--- config.mk ---
export PLATFORM = sky130hd
export DESIGN_NAME = move_to_back_list
export DESIGN_NICKNAME = d
export VERILOG_FILES = /design/src/hw/rtl/mtbl_pkg.sv /design/src/hw/rtl/mtbl_cell.sv /design/src/hw/rtl/move_to_back_list.sv
export SDC_FILE = /design/constraint.sdc
export NUM_CORES = 2
export LEC_CHECK = 0
export BUFFER_PORTS_ARGS = -buffer_cell sky130_fd_sc_hd__buf_4
export CAP_MARGIN = 10
export CORE_MARGIN = 10
export CORE_UTILIZATION = 30
export CTS_CLUSTER_SIZE = 25
export DETAILED_ROUTE_END_ITERATION = 7
export MAX_ROUTING_LAYER = met4
export PLACE_DENSITY = 0.53
export SYNTH_ARGS = -nofsm -noshare
export SYNTH_HDL_FRONTEND = slang
export SYNTH_HIERARCHICAL = 1
export SYNTH_SLANG_ARGS = --single-unit
--- constraint.sdc ---
create_clock -name clk -period 23.8 [get_ports clk]
set_clock_uncertainty 0.2 [all_clocks]
set_input_delay 3.57 -clock clk [delete_from_list [all_inputs] [get_ports clk]]
set_output_delay 3.57 -clock clk [all_outputs]
set_load 0.02 [all_outputs]
--- src/hw/rtl/mtbl_pkg.sv ---
// ----------------------------------------------------------------------------
// mtbl_pkg
// Shared types and codes for the move-to-back list and its storage cells.
// ----------------------------------------------------------------------------
package mtbl_pkg;

  typedef enum logic [1:0] {
    KIND_APPEND = 2'd0,
    KIND_LOOKUP = 2'd1,
    KIND_DUMP   = 2'd2,
    KIND_CLEAR  = 2'd3
  } kind_t;

  typedef enum logic [1:0] {
    STAT_OK    = 2'd0,
    STAT_MISS  = 2'd1,
    STAT_FULL  = 2'd2,
    STAT_EMPTY = 2'd3
  } status_t;

  typedef struct packed {
    kind_t              kind;
    logic signed [31:0] value;
  } in_t;

  typedef struct packed {
    status_t            status;
    logic signed [31:0] value_res;
    logic               last;
  } out_t;

  // Command broadcast to every cell of the chain.
  typedef enum logic [2:0] {
    CMD_NOP    = 3'd0,
    CMD_APPEND = 3'd1,
    CMD_CMP    = 3'd2,
    CMD_MOVE   = 3'd3,
    CMD_ROT    = 3'd4
  } cmd_t;

  typedef struct packed {
    cmd_t               cmd;
    logic signed [31:0] value;
  } cell_ctl_t;

endpackage

--- src/hw/rtl/mtbl_cell.sv ---
// ----------------------------------------------------------------------------
// mtbl_cell
// One list entry: holds a value, compares it with the search value and takes
// its neighbour's value when the list closes up or rotates.
// ----------------------------------------------------------------------------
module mtbl_cell #(
  parameter int DEPTH = 16,
  parameter int IDX   = 0,
  localparam int CW   = $clog2(DEPTH + 1)
) (
  input  logic                  clk,
  input  mtbl_pkg::cell_ctl_t   ctl,
  input  logic [CW-1:0]         count,
  input  logic signed [31:0]    nb_data,
  input  logic signed [31:0]    head_data,
  input  logic                  seen_in,
  output logic signed [31:0]    data,
  output logic                  seen_out
);

  localparam logic [CW-1:0] IdxC    = CW'(IDX);
  localparam logic [CW-1:0] IdxNext = CW'(IDX + 1);

  logic signed [31:0] data_r;
  logic               hit_r;
  logic               is_in;
  logic               is_tail;
  logic               is_app;

  assign is_in   = IdxC < count;
  assign is_tail = count == IdxNext;
  assign is_app  = count == IdxC;

  always_ff @(posedge clk) begin
    unique case (ctl.cmd)
      mtbl_pkg::CMD_APPEND: begin
        if (is_app) begin
          data_r <= ctl.value;
        end
      end
      mtbl_pkg::CMD_CMP: begin
        hit_r <= is_in && (data_r == ctl.value);
      end
      mtbl_pkg::CMD_MOVE: begin
        if (is_tail) begin
          data_r <= ctl.value;
        end else if (is_in && (seen_in || hit_r)) begin
          data_r <= nb_data;
        end
      end
      mtbl_pkg::CMD_ROT: begin
        if (is_tail) begin
          data_r <= head_data;
        end else if (is_in) begin
          data_r <= nb_data;
        end
      end
      default: begin
      end
    endcase
  end

  assign data     = data_r;
  assign seen_out = seen_in || hit_r;

endmodule

--- src/hw/rtl/move_to_back_list.sv ---
// ----------------------------------------------------------------------------
// move_to_back_list
// Self-organising list of signed 32-bit values kept in a chain of cells.
// ----------------------------------------------------------------------------
// The input channel takes one item per transfer: append, lookup, dump or
// clear. Results leave on the output channel through a single output
// register, one result per transfer, the final one of an item marked last.
// Clear gives no result. A lookup has two steps: all cells compare with the
// search value; then, once the output register is free and on a hit, the first
// hit cell and those behind it take their neighbour's value while the tail cell
// loads the hit value. A dump sends one entry per step while the output register
// is free: the chain rotates towards the head and the head cell is sent out, so
// after a full pass the order is as before. An empty dump gives one result.
// One item is worked on at a time; the next is taken once the current one has
// finished and the output register is free or being emptied.
// Reset empties the list; entry contents are left as they are.
// When the receiver stalls, the block holds its work and takes no input.
// ----------------------------------------------------------------------------
module move_to_back_list #(
  parameter int DEPTH = 16
) (
  input  logic            clk,
  input  logic            rst_n,
  input  logic            in_valid,
  output logic            in_ready,
  input  mtbl_pkg::in_t   in_item,
  output logic            out_valid,
  input  logic            out_ready,
  output mtbl_pkg::out_t  out_item
);

  localparam int CW = $clog2(DEPTH + 1);

  typedef enum logic [2:0] {
    ST_IDLE = 3'b001,
    ST_MOVE = 3'b010,
    ST_DUMP = 3'b100
  } state_t;

  state_t               state_r, state_nxt;
  logic [CW-1:0]        count_r, count_nxt;
  logic [CW-1:0]        dump_left_r, dump_left_nxt;
  logic signed [31:0]   val_r, val_nxt;
  logic                 out_valid_r;
  mtbl_pkg::out_t       out_item_r;
  logic                 emit;
  mtbl_pkg::out_t       emit_item;
  mtbl_pkg::cell_ctl_t  ctl;
  logic                 out_free;
  logic                 in_fire;
  logic                 found;
  logic signed [31:0]   cell_data [DEPTH];
  logic [DEPTH:0]       seen;

  assign out_free = !out_valid_r || out_ready;
  assign in_ready = (state_r == ST_IDLE) && out_free;
  assign in_fire  = in_valid && in_ready;
  assign seen[0]  = 1'b0;
  assign found    = seen[DEPTH];

  for (genvar i = 0; i < DEPTH; i++) begin : g_cell
    logic signed [31:0] nb;
    if (i < DEPTH - 1) begin : g_nb
      assign nb = cell_data[i+1];
    end else begin : g_end
      assign nb = '0;
    end
    mtbl_cell #(
      .DEPTH (DEPTH),
      .IDX   (i)
    ) u_cell (
      .clk       (clk),
      .ctl       (ctl),
      .count     (count_r),
      .nb_data   (nb),
      .head_data (cell_data[0]),
      .seen_in   (seen[i]),
      .data      (cell_data[i]),
      .seen_out  (seen[i+1])
    );
  end

  always_comb begin
    state_nxt           = state_r;
    count_nxt           = count_r;
    dump_left_nxt       = dump_left_r;
    val_nxt             = val_r;
    emit                = 1'b0;
    emit_item.status    = mtbl_pkg::STAT_OK;
    emit_item.value_res = in_item.value;
    emit_item.last      = 1'b1;
    ctl.cmd             = mtbl_pkg::CMD_NOP;
    ctl.value           = in_item.value;
    unique case (state_r)
      ST_IDLE: begin
        if (in_fire) begin
          unique case (in_item.kind)
            mtbl_pkg::KIND_APPEND: begin
              emit = 1'b1;
              if (count_r == CW'(DEPTH)) begin
                emit_item.status = mtbl_pkg::STAT_FULL;
              end else begin
                ctl.cmd   = mtbl_pkg::CMD_APPEND;
                count_nxt = count_r + CW'(1);
              end
            end
            mtbl_pkg::KIND_LOOKUP: begin
              ctl.cmd   = mtbl_pkg::CMD_CMP;
              val_nxt   = in_item.value;
              state_nxt = ST_MOVE;
            end
            mtbl_pkg::KIND_DUMP: begin
              if (count_r == '0) begin
                emit                = 1'b1;
                emit_item.status    = mtbl_pkg::STAT_EMPTY;
                emit_item.value_res = '0;
              end else begin
                dump_left_nxt = count_r;
                state_nxt     = ST_DUMP;
              end
            end
            mtbl_pkg::KIND_CLEAR: begin
              count_nxt = '0;
            end
            default: begin
            end
          endcase
        end
      end
      ST_MOVE: begin
        ctl.value           = val_r;
        emit_item.value_res = val_r;
        if (out_free) begin
          emit             = 1'b1;
          emit_item.status = found ? mtbl_pkg::STAT_OK : mtbl_pkg::STAT_MISS;
          ctl.cmd          = found ? mtbl_pkg::CMD_MOVE : mtbl_pkg::CMD_NOP;
          state_nxt        = ST_IDLE;
        end
      end
      ST_DUMP: begin
        emit_item.value_res = cell_data[0];
        emit_item.last      = dump_left_r == CW'(1);
        if (out_free) begin
          emit          = 1'b1;
          ctl.cmd       = mtbl_pkg::CMD_ROT;
          dump_left_nxt = dump_left_r - CW'(1);
          if (dump_left_r == CW'(1)) begin
            state_nxt = ST_IDLE;
          end
        end
      end
      default: begin
        state_nxt = ST_IDLE;
      end
    endcase
  end

  always_ff @(posedge clk) begin
    if (!rst_n) begin
      state_r     <= ST_IDLE;
      count_r     <= '0;
      dump_left_r <= '0;
      out_valid_r <= 1'b0;
    end else begin
      state_r     <= state_nxt;
      count_r     <= count_nxt;
      dump_left_r <= dump_left_nxt;
      if (emit) begin
        out_valid_r <= 1'b1;
      end else if (out_ready) begin
        out_valid_r <= 1'b0;
      end
    end
  end

  always_ff @(posedge clk) begin
    val_r <= val_nxt;
    if (emit) begin
      out_item_r <= emit_item;
    end
  end

  assign out_valid = out_valid_r;
  assign out_item  = out_item_r;

  a_count_bound: assert property (@(posedge clk) disable iff (!rst_n)
    count_r <= CW'(DEPTH))
    else $error("fill count exceeds depth");

  a_dump_left: assert property (@(posedge clk) disable iff (!rst_n)
    (state_r == ST_DUMP) |-> (dump_left_r != '0) && (dump_left_r <= count_r))
    else $error("dump counter out of range");

  a_clear: assert property (@(posedge clk) disable iff (!rst_n)
    (in_fire && (in_item.kind == mtbl_pkg::KIND_CLEAR)) |=> (count_r == '0))
    else $error("clear did not empty the list");

  a_move_done: assert property (@(posedge clk) disable iff (!rst_n)
    ((state_r == ST_MOVE) && out_free) |=> (state_r == ST_IDLE) && out_valid_r)
    else $error("lookup result not delivered");

endmodule
# Word-level counts from Yosys, hierarchy flattened
# Cells that the tools add are included.
[word_totals]
ff_bits = 609
in_bits = 38
word_cells = 371
[classes]
addsub = 2
n_lt_le_gt_ge = 16
eq_ne = 101
n_mux = 134
reduce_logical = 78
[ops]
columns = ["cell", "n"]
rows = [
  ["2-to-1 mux 32 bit", 82],
  ["case mux 32 bit (3 select lines)", 17],
  ["equality test 32 bit", 16],
  ["inequality test 3 x 1 -> 1 bit, second input constant", 32],
  ["2-to-1 mux 34 bit", 2],
  ["AND reduction 4 bit", 16],
  ["equality test 5 x 4 -> 1 bit, second input constant", 8],
  ["less-than comparator 4 x 5 -> 1 bit, first input constant", 8],
  ["inequality test 2 x 1 -> 1 bit, second input constant", 18],
  ["logical AND 1 bit", 34],
  ["2-to-1 mux 5 bit", 5],
  ["2-to-1 mux 3 bit", 7],
  ["equality test 5 x 3 -> 1 bit, second input constant", 4],
  ["less-than comparator 3 x 5 -> 1 bit, first input constant", 4],
  ["case mux 5 bit (2 select lines)", 2],
  ["case mux 3 bit (3 select lines)", 2],
  ["logical OR 1 bit", 16],
  ["inequality test 2 bit, second input constant", 7],
  ["case mux 3 bit (2 select lines)", 2],
  ["equality test 5 x 1 -> 1 bit, second input constant", 2],
  ["equality test 5 x 2 -> 1 bit, second input constant", 2],
  ["less-than comparator 1 x 5 -> 1 bit, first input constant", 2],
  ["less-than comparator 2 x 5 -> 1 bit, first input constant", 2],
  ["AND reduction 5 bit", 2],
  ["21 further kinds", 39],
]

# Depth between registers and ports, before layout
[logic_depth]
depth_word = 21
depth_mapped = 24
ltp_nobuf = 22

# By module
# Netlist, hierarchy kept.
[by_module_without_submodules]
columns = ["mod", "instances", "cells_each", "area_each_um2", "seq_area_each_um2"]
rows = [
  ["move_to_back_list", 1, 314, 3898.7, 2292.2],
  ["mtbl_cell at g_cell[10].u_cell", 1, 198, 2384.8, 991.0],
  ["mtbl_cell at g_cell[6].u_cell", 1, 197, 2379.8, 991.0],
  ["mtbl_cell at g_cell[3].u_cell", 1, 195, 2272.2, 991.0],
  ["mtbl_cell at g_cell[0].u_cell", 1, 196, 2157.1, 991.0],
  ["mtbl_cell at g_cell[9].u_cell", 1, 172, 2145.8, 991.0],
  ["mtbl_cell at g_cell[2].u_cell", 1, 167, 2133.3, 991.0],
  ["mtbl_cell at g_cell[7].u_cell", 1, 170, 2130.8, 991.0],
  ["mtbl_cell at g_cell[11].u_cell", 1, 168, 2124.5, 991.0],
  ["mtbl_cell at g_cell[15].u_cell", 1, 166, 2105.8, 991.0],
  ["mtbl_cell at g_cell[1].u_cell", 1, 166, 2089.5, 991.0],
  ["mtbl_cell at g_cell[14].u_cell", 1, 165, 2072.0, 991.0],
  ["mtbl_cell at g_cell[5].u_cell", 1, 169, 2063.2, 991.0],
  ["mtbl_cell at g_cell[13].u_cell", 1, 198, 2029.4, 991.0],
  ["+3 rows", "n/a", "n/a", "n/a", "n/a"],
]

# Least setup slack after synthesis
# No wires, ideal clock.
[synth_path]
path_type = "input to register"
start = "input port in_valid"
end = "register g_cell[0].u_cell.data_r[0] (enable)"
setup_time_ps = 888
arrival_time_ps = 11856
required_time_ps = 22712
path_slack_ps = 10856
stages = 4
path_buffers = 0
cell_sequence = "and4bb_2 > nand2_2 > o21ai_0 > o22ai_1"
[synth_lines]
columns = ["item", "line", "source"]
rows = [
  ["start, declared", "move_to_back_list.sv:24", "input logic in_valid,"],
  ["end signal, assigned", "mtbl_cell.sv:38", "data_r <= ctl.value;"],
  ["end signal, assigned", "mtbl_cell.sv:46", "data_r <= ctl.value;"],
  ["end signal, assigned", "mtbl_cell.sv:48", "data_r <= nb_data;"],
  ["end, declared", "mtbl_cell.sv:24", "logic signed [31:0] data_r;"],
]

==> flow_summary.json <==
{
  "grt_first_pass_wirelength_um": 214000,
  "syn_inst": 3240,
  "maxSlewViolCount": 0,
  "pwr_density_cell_mw_per_mm2": 60.12,
  "track_usage_pct": 21.14,
  "clk_pin_slew_ps": 60,
  "synth_cell_types": 106,
  "fin_crit_sh_pct": 35.61,
  "grt_setup_unrepaired": "false",
  "critPathArrivalTime_ps": 8660,
  "cts_resized": 0,
  "layout_min_cycle_time_ps": 8476,
  "drtIter0Drc": 3635,
  "layout-drive-gt1-share_pct": 20.54,
  "worstPathMaxFanout": 41,
  "setup_violations": 0,
  "async_flop_share_pct": 0,
  "grt_max_degree": 67,
  "whs_ps": 275.9,
  "synth_edf_count": 595,
  "critPathLaunch": "g_cell[0].u_cell/hit_r",
  "dp_hpwl_um": 91210,
  "hold_path_class": "flip-flop to flip-flop",
  "worstReg2RegStart": "g_cell[0].u_cell/hit_r",
  "tightest_slew_ps": 1278,
  "setup_ws_ps": 15320,
  "startpoint_type": "flip-flop",
  "final_net_count": 3412,
  "min-delay-start": "dump_left_r[4]",
  "avgRoutedWirePerCell_um": 29.92,
  "core_area_sq_mm": 0.1257,
  "status": "complete, no violations",
  "numCtsBuffers": 71,
  "crit_chain": "or2_2 > or2_2 > or2_2 > or2_2 > or2_2 > or2_2 > or2_1 > or2_2 > or2_2 > or2_2 > or2_2 > or2_2 > or2_2 > or2_2 > or2_2 > or2_2 > nand3_1 > o21ai_4 > buf_4 > nor3b_4 > or4b_1 > o22ai_1 > a21oi_1",
  "critPathRequiredTime_ps": 23980,
  "vias_per_cell": 5.764,
  "relSlewSlack_pct": 14.80,
  "die_width_um": 376.0,
  "ys_warn_count": 6,
  "fmax_ghz": 0.1180,
  "hold_violations": 0,
  "gp_congestion": 0.8754,
  "postCtsSetupRepairBufs": 0,
  "clockBufferDepth": 3,
  "initial_core_util_pct": 30.24,
  "seq_area_frac_synth_pct": 47.72,
  "syn_area_per_cell_sq_um": 11.74,
  "worst_path_most_repeated_cell": "or2_2",
  "irDropWorstVdd_uv": 50.92,
  "yosys.area.top_type": "edfxtp_1",
  "cts_tree": "built",
  "ctsRootBufferMaster": "clkbuf_16",
  "yosys.area.top_type_share_pct": 46.99,
  "drv_cap": 0,
  "crit_path_end_kind": "flip-flop",
  "rows": 130,
  "postCtsHoldBufs": 0,
  "die-area_sq_mm": 0.1414,
  "fin_tns_setup_ps": 0,
  "area_growth_pct": 12.56,
  "drt-total-wl_um": 151800,
  "drtAntennaViolNets": 0,
  "critPathSlowestCell": "or4b_1",
  "crit_type": "flip-flop to flip-flop",
  "insertion_delay_ps": 660,
  "die_h_um": 376.0,
  "ys_ff_latch": 609,
  "vias": 29250,
  "overflow": 0,
  "firstDrtPassIters": 6,
  "fin_util_pct": 34.04,
  "pre_cts_slack_ps": 15430,
  "crit_path_max_incr_delay_ps": 1040,
  "drc": 0,
  "synth_ff_type": "edfxtp_1",
  "io_pins": 75,
  "netlist_area_sq_mm": 0.03803,
  "antenna_found_initial": 4,
  "grt_pass1_vias": 28070,
  "h-tree-depth": 3,
  "p_leak_nw": 15.37,
  "port_buffers": 74,
  "power_mw": 2.573,
  "clock_sink_count": 609,
  "synth.area.top_cells": "edfxtp_1, xor2_1, a221o_1, and2_1, inv_1"
}
## final timing paths
path / end / depth (start not counted) / slack [ps]
worst min register to register: dump_left_r[4] / 2 / 280
worst max register to register: g_cell[13].u_cell/data[9] / 23 / 15320
worst min-delay path: dump_left_r[4] / 2 / 280
worst max-delay path: g_cell[13].u_cell/data[9] / 23 / 15320
## stage by stage
| stage | instance area [sq um] | cells |
|---|---|---|
| 2_1_floorplan | 38150 | 3272 |
| 3_3_place_gp | 40540 | 4946 |
| 3_5_place_dp | 40550 | 4947 |
| 4_1_cts | 42800 | 5073 |
| 5_1_grt | 42800 | 5073 |
| 6_report | 42800 | 5074 |
## power breakdown
| group | internal [mW] | switching [mW] |
|---|---|---|
| clock | 0.625 | 0.485 |
| combinational | 0.0904 | 0.177 |
| sequential | 1.19 | 0.00443 |
| total | 1.91 | 0.667 |
## worst max-delay path: cells and delay by family (launching register included)
kind / cells / cell delay [ps]
buf+inv: 1 / 420
flops: 1 / 350
compound gates: 3 / 720
simple gates: 19 / 6460
## final cells by class
| class | count | area [sq um] |
|---|---|---|
| tap | 1650 | 2064 |
| inverter | 274 | 1028 |
| timing repair buffer | 190 | 1434 |
| antenna | 1 | 2.502 |
| fill | 12430 | 82930 |
| clock inverter | 35 | 371.6 |
| sequential | 609 | 18160 |
| multi-input combinational | 2224 | 17870 |
| clock buffer | 91 | 1873 |
## kinds of logic after synthesis
kind of cell / after synthesis / synth area share [%]
muxes: 12 / 0.3422
buffers and inverters: 439 / 6.311
DFF: 609 / 47.72
other: 1 / 0.009862
adders and majority gates: 4 / 0.1316
and+or+nand+nor: 701 / 12.21
xor gates and xnor gates: 520 / 11.98
AOI/OAI and AO/OA: 954 / 21.29
## sequential cells by signal, indices dropped and copies added (netlist names)
signal,flops
out_item,35
state_r,3
out_valid,1
dump_left_r,5
val_r,32
g_cell.u_cell/data,512
count_r,5
g_cell.u_cell/hit_r,16
## cells in the final DEF, fill, tap and decap left out, types with 10 or more instances in the layout
cell and n:
inv_1 272, nor3_1 17, o22ai_2 64, nor3b_1 19
a21o_1 38, and3_1 31, edfxtp_1 595, clkinv_2 15
a21oi_2 74, nand2_1 38, buf_4 189, nor3b_4 10
and2_1 213, nor2_1 51, a22o_2 29, clkbuf_16 72
o21ai_0 20, xor2_1 440, and2_2 10, a21o_2 30
nand4_1 40, a221o_1 246, conb_1 33, a21oi_1 151
or2_2 16, nor4_1 118, o22ai_1 129, clkbuf_1 19
a22o_1 10, a22oi_2 24, nand3_1 32, xnor2_1 80
a221o_2 31, o21ai_2 24
## layer usage
metal	global-route usage (%)	vias to the layer above	wire length, um
met5	-	-	0
met4	7.818	0	6011
met3	4.462	302	13930
met2	32.34	1506	68580
met1	27.43	14820	63270
li1	-	12620	-
## Yosys cell counts (all sizes together) (5+ instances only)
cell type	number
a221o	277
nor3b	35
nor2b	11
mux2	8
nand4	40
and3	37
and3b	7
a22oi	32
o32ai	5
nand3	34
nor4	121
a22o	39
xor2	440
or2	18
nor3	20
nand2	48
nor2	59
dfxtp	14
a32oi	6
a211oi	5
a21oi	232
or3b	5
nor4b	7
o22ai	198
clkbuf	25
and2	223
o2bb2ai	5
o21ai	47
xnor2	80
buf	140
a21o	68
edfxtp	595
nand2b	5
a31oi	8
nand3b	8
inv	273
(Power assumes the default switching activity.)
